File: src/circular_byte_deque_macros.svh
// Assertion macros for the deque.
`ifndef CIRCULAR_BYTE_DEQUE_MACROS_SVH
`define CIRCULAR_BYTE_DEQUE_MACROS_SVH

`ifndef SYNTH

`define CDQ_ASSERT_IMP(lbl, clk, rstn, ante, cons, msg) \
    lbl: assert property (@(posedge clk) disable iff (!rstn) (ante) |-> (cons)) \
        else $error(msg);

`define CDQ_ASSERT_NXT(lbl, clk, rstn, ante, cons, msg) \
    lbl: assert property (@(posedge clk) disable iff (!rstn) (ante) |=> (cons)) \
        else $error(msg);

`else

`define CDQ_ASSERT_IMP(lbl, clk, rstn, ante, cons, msg)

`define CDQ_ASSERT_NXT(lbl, clk, rstn, ante, cons, msg)

`endif

`endif

File: src/cdq_pkg.sv
`default_nettype none

package cdq_pkg;

    localparam int DEPTH  = 16;
    localparam int NCELL  = DEPTH - 1;
    localparam int CNT_W  = $clog2(DEPTH);
    localparam int ACT_W  = 3;
    localparam int DATA_W = 8;
    localparam int STAT_W = 2;
    localparam int FILL_W = 4;

    localparam logic [ACT_W-1:0] ACT_PUSH_FRONT = 3'd0;
    localparam logic [ACT_W-1:0] ACT_PUSH_REAR  = 3'd1;
    localparam logic [ACT_W-1:0] ACT_POP_FRONT  = 3'd2;
    localparam logic [ACT_W-1:0] ACT_POP_REAR   = 3'd3;
    localparam logic [ACT_W-1:0] ACT_PEEK_FRONT = 3'd4;
    localparam logic [ACT_W-1:0] ACT_PEEK_REAR  = 3'd5;

    localparam logic [STAT_W-1:0] ST_OK    = 2'd0;
    localparam logic [STAT_W-1:0] ST_FULL  = 2'd1;
    localparam logic [STAT_W-1:0] ST_EMPTY = 2'd2;

    typedef struct packed {
        logic load;
        logic take_left;
        logic take_right;
    } cdq_cell_ctrl_t;

endpackage

`default_nettype wire

File: src/cdq_cell.sv
`default_nettype none

module cdq_cell
    import cdq_pkg::*;
(
    input  wire logic           clk,
    input  wire cdq_cell_ctrl_t ctrl,
    input  wire logic [DATA_W-1:0] left_in,
    input  wire logic [DATA_W-1:0] right_in,
    input  wire logic [DATA_W-1:0] item,
    output logic [DATA_W-1:0]      data
);

    logic [DATA_W-1:0] data_reg;
    logic [DATA_W-1:0] data_next;

    always_comb
    begin
        data_next = data_reg;
        if (ctrl.load)
        begin
            data_next = item;
        end
        else if (ctrl.take_left)
        begin
            data_next = left_in;
        end
        else if (ctrl.take_right)
        begin
            data_next = right_in;
        end
    end

    always_ff @(posedge clk)
    begin
        data_reg <= data_next;
    end

    assign data = data_reg;

endmodule

`default_nettype wire

File: src/circular_byte_deque.sv
// channel  | handshake                 | fields
// ---------+---------------------------+----------------------
// command  | start, busy (accept: start & !busy) | action, item
// result   | done (one-cycle strobe)   | value, status, fill
//
// One beat per cycle: a command accepted at one edge updates the cell row
// at that edge and its result strobes on done for the next cycle.
// busy stays low; a command may follow in every cycle.
// The front item sits in cell 0; pushes and pops at the front shift the row.
// Reset clears the item count; cell contents are undefined until written.
// The receiver cannot stall; each result is shown for exactly one cycle.
`default_nettype none

`include "circular_byte_deque_macros.svh"

module circular_byte_deque
    import cdq_pkg::*;
(
    input  wire logic              clk,
    input  wire logic              rst_n,
    input  wire logic              start,
    output logic                   busy,
    input  wire logic [ACT_W-1:0]  action,
    input  wire logic [DATA_W-1:0] item,
    output logic                   done,
    output logic [DATA_W-1:0]      value,
    output logic [STAT_W-1:0]      status,
    output logic [FILL_W-1:0]      fill
);

    logic [CNT_W-1:0]  cnt_reg;
    logic [CNT_W-1:0]  cnt_next;
    logic              done_reg;
    logic [DATA_W-1:0] value_reg;
    logic [DATA_W-1:0] value_next;
    logic [STAT_W-1:0] status_reg;
    logic [STAT_W-1:0] status_next;
    logic [FILL_W-1:0] fill_reg;

    logic              accept;
    logic              empty;
    logic              full;
    logic              do_push_front;
    logic              do_push_rear;
    logic              do_pop_front;
    logic [DATA_W-1:0] rear_data;

    logic [DATA_W-1:0]  cell_data [NCELL];
    cdq_cell_ctrl_t     cell_ctrl [NCELL];

    assign accept = start && !busy;
    assign busy   = 1'b0;
    assign empty  = (cnt_reg == '0);
    assign full   = (cnt_reg == CNT_W'(NCELL));

    always_comb
    begin
        rear_data = '0;
        for (int i = 0; i < NCELL; i++)
        begin
            if (cnt_reg == CNT_W'(i + 1))
            begin
                rear_data = cell_data[i];
            end
        end
    end

    always_comb
    begin
        cnt_next      = cnt_reg;
        value_next    = '0;
        status_next   = ST_OK;
        do_push_front = 1'b0;
        do_push_rear  = 1'b0;
        do_pop_front  = 1'b0;
        case (action)
            ACT_PUSH_FRONT, ACT_PUSH_REAR:
            begin
                if (full)
                begin
                    status_next = ST_FULL;
                end
                else
                begin
                    cnt_next      = cnt_reg + CNT_W'(1);
                    do_push_front = (action == ACT_PUSH_FRONT);
                    do_push_rear  = (action == ACT_PUSH_REAR);
                end
            end
            ACT_POP_FRONT, ACT_POP_REAR, ACT_PEEK_FRONT, ACT_PEEK_REAR:
            begin
                if (empty)
                begin
                    status_next = ST_EMPTY;
                end
                else
                begin
                    if (action == ACT_POP_FRONT || action == ACT_PEEK_FRONT)
                    begin
                        value_next = cell_data[0];
                    end
                    else
                    begin
                        value_next = rear_data;
                    end
                    if (action == ACT_POP_FRONT || action == ACT_POP_REAR)
                    begin
                        cnt_next = cnt_reg - CNT_W'(1);
                    end
                    do_pop_front = (action == ACT_POP_FRONT);
                end
            end
            default:
            begin
                cnt_next = cnt_reg;
            end
        endcase
    end

    genvar g;
    generate
        for (g = 0; g < NCELL; g++)
        begin : g_cell
            logic [DATA_W-1:0] left_in;
            logic [DATA_W-1:0] right_in;

            if (g == 0)
            begin : g_first
                assign left_in = item;
            end
            else
            begin : g_mid_l
                assign left_in = cell_data[g-1];
            end

            if (g == NCELL - 1)
            begin : g_last
                assign right_in = cell_data[g];
            end
            else
            begin : g_mid_r
                assign right_in = cell_data[g+1];
            end

            assign cell_ctrl[g].load       = accept && do_push_rear &&
                                             (cnt_reg == CNT_W'(g));
            assign cell_ctrl[g].take_left  = accept && do_push_front;
            assign cell_ctrl[g].take_right = accept && do_pop_front;

            cdq_cell u_cell (
                .clk      (clk),
                .ctrl     (cell_ctrl[g]),
                .left_in  (left_in),
                .right_in (right_in),
                .item     (item),
                .data     (cell_data[g])
            );
        end
    endgenerate

    always_ff @(posedge clk or negedge rst_n)
    begin
        if (!rst_n)
        begin
            cnt_reg  <= '0;
            done_reg <= 1'b0;
        end
        else
        begin
            done_reg <= accept;
            if (accept)
            begin
                cnt_reg <= cnt_next;
            end
        end
    end

    always_ff @(posedge clk)
    begin
        if (accept)
        begin
            value_reg  <= value_next;
            status_reg <= status_next;
            fill_reg   <= FILL_W'(cnt_next);
        end
    end

    assign done   = done_reg;
    assign value  = value_reg;
    assign status = status_reg;
    assign fill   = fill_reg;

    `CDQ_ASSERT_IMP(a_cnt_range, clk, rst_n, 1'b1, cnt_reg <= CNT_W'(NCELL), "count past capacity")
    `CDQ_ASSERT_NXT(a_done_follows, clk, rst_n, accept, done, "missing result strobe")
    `CDQ_ASSERT_IMP(a_fill_cnt, clk, rst_n, done, fill == FILL_W'(cnt_reg), "fill out of step")
    `CDQ_ASSERT_IMP(a_err_zero, clk, rst_n, done && status != ST_OK, value == '0, "error value not zero")
    `CDQ_ASSERT_IMP(a_full_fill, clk, rst_n, done && status == ST_FULL, cnt_reg == CNT_W'(NCELL), "full refusal below capacity")

endmodule

`default_nettype wire

File: config.mk
export PLATFORM = sky130hd
export DESIGN_NAME = circular_byte_deque
export DESIGN_NICKNAME = d
export VERILOG_FILES = /design/src/cdq_pkg.sv /design/src/cdq_cell.sv /design/src/circular_byte_deque.sv
export VERILOG_INCLUDE_DIRS = /design/src /design/src/src
export SDC_FILE = /design/constraint.sdc
export NUM_CORES = 1
export LEC_CHECK = 0
export BUFFER_PORTS_ARGS = -buffer_cell sky130_fd_sc_hd__buf_2
export CAP_MARGIN = 20
export CORE_UTILIZATION = 55
export CTS_CLUSTER_SIZE = 12
export DETAILED_ROUTE_END_ITERATION = 8
export PLACE_DENSITY = 0.72
export SETUP_SLACK_MARGIN = 0.5
export SLEW_MARGIN = 20
export SYNTH_ARGS = -nofsm -noshare
export SYNTH_HDL_FRONTEND = slang
export SYNTH_SLANG_ARGS = --single-unit
File: constraint.sdc
create_clock -name clk -period 3.7 [get_ports clk]
set_clock_uncertainty 0.15 [all_clocks]
set_input_delay 0.185 -clock clk [delete_from_list [all_inputs] [get_ports clk]]
set_output_delay 0.185 -clock clk [all_outputs]
set_load 0.005 [all_outputs]
==> results.cfg, run 1 <==
[critical_path]
endpoint_kind = flop
cpMaxStageDelayCell = dfrtp_1
kind_of_critical_path = flop to flop
timing.critical_path.cells = inv_1 > ha_1 > buf_4 > clkinvlp_4 > o221ai_1 > o31ai_1 > a311o_1 > a32o_1
worst_path_max_fanout = 44
timing.critical_path.arrival_ps = 3030
cp.required_ps = 3730
critPathMaxStageDelay_ps = 430
worst_setup_path_start_kind = flop

[routing]
remaining_design_rule_violation_count = 0
postRouteAntennaNets = 0
vias_per_inst = 6.71
routed_wire_length_per_instance_um = 24.2
first_pass_iters = 6
first_iter_violations = 1039
wl_mm = 24.5
via_count = 6774

[final_layout]
antenna_cells_inserted = 0
nNetsFinal = 830
multi_input_area_um2 = 3900
area_growth_from_synthesis_to_layout_pct = 7.97
sequential_cell_area_in_the_final_layout_um2 = 4150
fillers = 1230
largest_reg_flops = 120
drive_gt1_frac = 0.142
post_layout_instance_count_excluding_filler_cells = 1010
stdcell_area_um2 = 9200

[global_route]
initial_antenna_violation_count = 0
grt_start_max_net_pins = 56
grt_first_pass_wirelength_mm = 38.0
track_usage = 0.322
number_of_global_route_vias_before_repair = 6450
globalRouteOverflowTotal = 0
busiest_layer_in_global_routing = met2
met2_usage = 0.491
met1_usage = 0.435
met3_demand_to_capacity_share_in_global_routing = 0.0768

[synth]
ys_seq_area_frac = 0.487
postSynthCellCount = 822
ys_types = 64
synth.area.top_cells = edfxtp_1 (47%), mux2i_1 (12%), a21oi_1 (7.6%), nor2_1 (5.3%), mux2_2 (2.2%)
yosysMostFrequentCell = edfxtp_1
number_of_enable_type_register_cells_in_the_synthesized_netlist = 134
synth.cells.most_frequent = edfxtp_1 (134), a21oi_1 (129), nor2_1 (120), mux2i_1 (104), nand2_1 (39)
yosysWarnings = 0
async_flop_share = 0.0360
syn_nets = 841
synth.top_cell.area_share = 0.472
avgSynthCellArea_um2 = 10.4
synthesis.area_um2 = 8520
ys_ff_latch = 139
synth_top_area_cell = edfxtp_1
synth_flop_cell = edfxtp_1

[placement]
postPlaceCellArea_um2 = 8580
place_congestion = 0.923
place.port_buffers = 28
dp_worst_setup_slack_ps = 658
dp_cells = 977
detailed_place_hpwl_mm = 17.1

[clocking]
tritoncts_num_sinks = 139
worst_skew_pair.late_latency_ps = 430
clk_pin_slew_worst_paths_ps = 60
cts_tree = yes
cts_made_buffers = 17
clk_root_buffer_cell = clkbuf_16
cts_buffer_depth = 2
htree_levels = 4

[power_and_ir_drop]
largest_voltage_drop_on_the_vdd_net_uv = 417
pwr_density_cell_nw_per_um2 = 594
leakage_power_figure_nw = 3.87

[timing]
relSlewSlack = 0.476
setup-violations-final = 0
timing.final.hold_violations = 0
worst_slew_pin_slew_ps = 787
final.min_clock_period_ps = 3010
max_freq_mhz = 333
setup_tns_after_final_layout_ps = 0
grt_setup_unrepaired = no
final-max-slew-violation-count = 0
finalCritPeriodShare = 0.812
post-route-worst-setup-slack_ps = 694

[status]
outcome = complete, no violations

[die]
fp.dieArea_um2 = 16000
die_outline_width_um = 126
core.rowCount = 45
die_height_um = 126
core_area_um2 = 15100
initial_core_util = 0.562
ios = 30

[flow_run]
max-cap-violations = 0

[worst_hold_path]
worstHoldPathType = input pin to flop
-- repair_timing --
action	CTS	global route
buffers inserted	0	0
hold endpoints to repair	6	0
setup endpoints to repair	0	31
gates resized for setup	0	3
hold buffers	3	0
-- report_power, final --
group	internal (mW)	leakage, nW	switching, mW
clock network	1.05	0.281	0.660
registers	1.91	1.30	0.172
logic	0.618	2.28	1.05
-- per-layer routing --
layer / share of wire / up-vias
met3: 0.11 / 81
met1: 0.40 / 3222
met2: 0.45 / 422
li1: - / 3049
met5: 0 / -
met4: 0.041 / 0
-- critical path, delay by kind of cell, from the launching register on --
kind / cells / cell delay (ps)
DFF: 1 / 430
adders and majority gates: 1 / 190
buffers and inverters: 3 / 940
AOI/OAI and AO/OA: 4 / 1040
-- logic make-up after synthesis --
| group | Yosys count | synth area share |
|---|---|---|
| XOR/XNOR | 4 | 0.00411 |
| flip-flops | 139 | 0.487 |
| multiplexers | 123 | 0.148 |
| adder cells (fa/ha/maj) | 5 | 0.00734 |
| buffers and inverters | 89 | 0.0562 |
| AO/OA/AOI/OAI | 237 | 0.171 |
| AND/OR/NAND/NOR | 224 | 0.126 |
| other | 1 | 0.000440 |
-- final cells by class --
type	instances	area share
Timing Repair Buffer	40	0.0286
Multi-Input combinational cell	594	0.424
Sequential cell	139	0.451
Tap cell	188	0.0256
Clock inverter	11	0.0159
Inverter	19	0.00816
Clock buffer	19	0.0471
-- metrics by stage --
| step | hold slack, ps | util | power [mW] |
|---|---|---|---|
| after floorplan | -261 | - | 3.29 |
| after global placement | -143 | 0.567 | 3.68 |
| after detailed placement | -146 | 0.567 | 3.72 |
| after CTS | 93.8 | 0.607 | 5.42 |
| after global routing | 124 | 0.607 | 5.69 |
| final | 115 | 0.607 | 5.46 |
-- worst paths after layout --
path                                                 end  cells after the start                     start  slack, ps
worst min register to register  g_cell[0].u_cell.data[7]                      1  g_cell[1].u_cell.data[7]        490
worst max register to register                  value[7]                      8                cnt_reg[0]        690
max in group asynchronous                           done                      3                     rst_n       2690
worst max-delay path                            value[7]                      8                cnt_reg[0]        690
min in group asynchronous                     cnt_reg[0]                      3                     rst_n        520
worst min-delay path                            value[1]                      2                 action[0]        110
-- placed cells by master (no fill, tap or decap), types with 5 or more instances in the layout --
cell	instances
a211oi_1	13
a21boi_0	5
a21oi_1	129
a221oi_1	9
a32o_1	6
buf_2	28
buf_4	7
clkbuf_16	17
dfrtp_1	5
edfxtp_1	134
inv_1	17
mux2_2	17
mux2i_1	104
nand2_1	39
nand2_2	10
nand2b_1	7
nand3_1	5
nand3_2	13
nand3b_1	6
nor2_1	120
nor3_1	5
o21ai_0	20
o221ai_1	7
o22ai_1	14
o41ai_1	6
(Power assumes the default switching activity.)
==> run 2: changes to the inputs <==
==> constraint.sdc (replaced) <==
create_clock -name clk -period 3 [get_ports clk]
set_clock_uncertainty 0.15 [all_clocks]
set_input_delay 0.15 -clock clk [delete_from_list [all_inputs] [get_ports clk]]
set_output_delay 0.15 -clock clk [all_outputs]
set_load 0.005 [all_outputs]
==> results.cfg, run 2 (synthesis gave the netlist of run 1 again) <==
[status]
outcome = complete, no violations

[timing]
worst_slew_pin_slew_ps = 843
timing.final.hold_violations = 0
grt_setup_unrepaired = yes
relSlewSlack = 0.438
setup-violations-final = 0
finalCritPeriodShare = 0.827
final-max-slew-violation-count = 0
setup_tns_after_final_layout_ps = 0
max_freq_mhz = 403
final.min_clock_period_ps = 2480

[routing]
postRouteAntennaNets = 0
via_count = 6974
first_iter_violations = 871
wl_mm = 26.6
vias_per_inst = 6.68
routed_wire_length_per_instance_um = 25.5
first_pass_iters = 5
remaining_design_rule_violation_count = 0

[critical_path]
endpoint_kind = flop
rrSetupSlack_ps = 520
timing.critical_path.arrival_ps = 2500
critical_path.top_delay_family = compound AO/OA/AOI/OAI gates
worst_setup_path_startpoint = cnt_reg[1]
cpMaxStageDelayCell = dfrtp_2
critPathMaxStageDelay_ps = 450
timing.critical_path.cells = inv_2 > ha_2 > buf_4 > nand3b_1 > a221oi_1 > a211oi_2 > o41ai_2 > a32o_1
worst_path_max_fanout = 15
worst_setup_path_start_kind = flop
cp.required_ps = 3020
worst_r2r_startpoint = cnt_reg[1]
kind_of_critical_path = flop to flop
cp_num_buf_inv = 2

[final_layout]
fillers = 1201
area_growth_from_synthesis_to_layout_pct = 14.0
largest_reg_flops = 120
mostFrequentLayoutCells = edfxtp_1 (134), a21oi_1 (128), nor2_1 (120)
multi_input_area_um2 = 4050
sequential_cell_area_in_the_final_layout_um2 = 4150
nNetsFinal = 862
drive_gt1_frac = 0.209
final_common_cell = edfxtp_1
antenna_cells_inserted = 0

[die]
initial_core_util = 0.562
ios = 30
fp.dieArea_um2 = 16000
die_height_um = 126
core_area_um2 = 15100
core.rowCount = 45
die_outline_width_um = 126

[clocking]
tritoncts_num_sinks = 139
cts_tree = yes
worst_skew_pair.late_latency_ps = 430
cts_buffer_depth = 2
cts_made_buffers = 17
clk_root_buffer_cell = clkbuf_16
htree_levels = 4
clk_pin_slew_worst_paths_ps = 60

[placement]
place_congestion = 0.930
detailed_place_hpwl_mm = 18.1
place.port_buffers = 28

[global_route]
track_usage = 0.336
grt_start_max_net_pins = 28
globalRouteOverflowTotal = 0
number_of_global_route_vias_before_repair = 6603
grt_first_pass_wirelength_mm = 39.3
initial_antenna_violation_count = 0

[worst_hold_path]
worstHoldPathType = input pin to flop
hold_path_startpoint = action[2]

[power_and_ir_drop]
leakage_power_figure_nw = 4.09
pwr_density_cell_nw_per_um2 = 758
total_power_mw = 7.36
largest_voltage_drop_on_the_vdd_net_uv = 512

[flow_run]
max-cap-violations = 0
==> run 2: worst paths after layout <==
check | to | cells past startpoint
max reg2reg | value[4] | 8
min | status[0] | 2
max in group asynchronous | cnt_reg[0] | 3
min in group asynchronous | cnt_reg[3] | 3
max | value[4] | 8
min reg2reg | g_cell[0].u_cell.data[1] | 1
==> run 2: power breakdown <==
group / internal, mW / switching, mW / leakage (nW)
clock: 1.48 / 0.839 / 0.309
sequential: 2.36 / 0.197 / 1.30
combinational: 0.976 / 1.51 / 2.48
==> run 2: per-layer routing <==
| metal | wire length [um] | up-vias | GRT usage |
|---|---|---|---|
| met5 | 0 | - | 0 |
| met4 | 1170 | 0 | 0.155 |
| met3 | 2660 | 90 | 0.0700 |
| met2 | 11800 | 457 | 0.505 |
| met1 | 10900 | 3320 | 0.469 |
| li1 | - | 3107 | - |
==> run 2: stage by stage <==
stage	worst slack (ps)	hold slack, ps	util	instances	area [um^2]
final	520	102	0.641	1044	9710
after global routing	413	104	0.641	1044	9710
after CTS	423	69.2	0.628	1034	9510
after detailed placement	202	-175	0.575	993	8710
after global placement	241	-180	0.575	993	8710
after floorplan	536	-296	-	822	8520
==> run 2: layout make-up <==
class / count / area share
sequential: 139 / 0.427
multi-input combinational: 597 / 0.417
timing repair buffer: 69 / 0.0563
clock buffer: 18 / 0.0442
tap: 188 / 0.0242
clock inverter: 14 / 0.0224
inverter: 19 / 0.00799
==> run 2: repair_timing <==
item	4_1_cts	5_1_grt
gates cloned	1	3
gates resized for setup	18	22
pin swaps	2	3
setup buffers	5	7
endpoints found under the setup margin	209	151
hold buffers	3	0
hold endpoints to repair	6	0
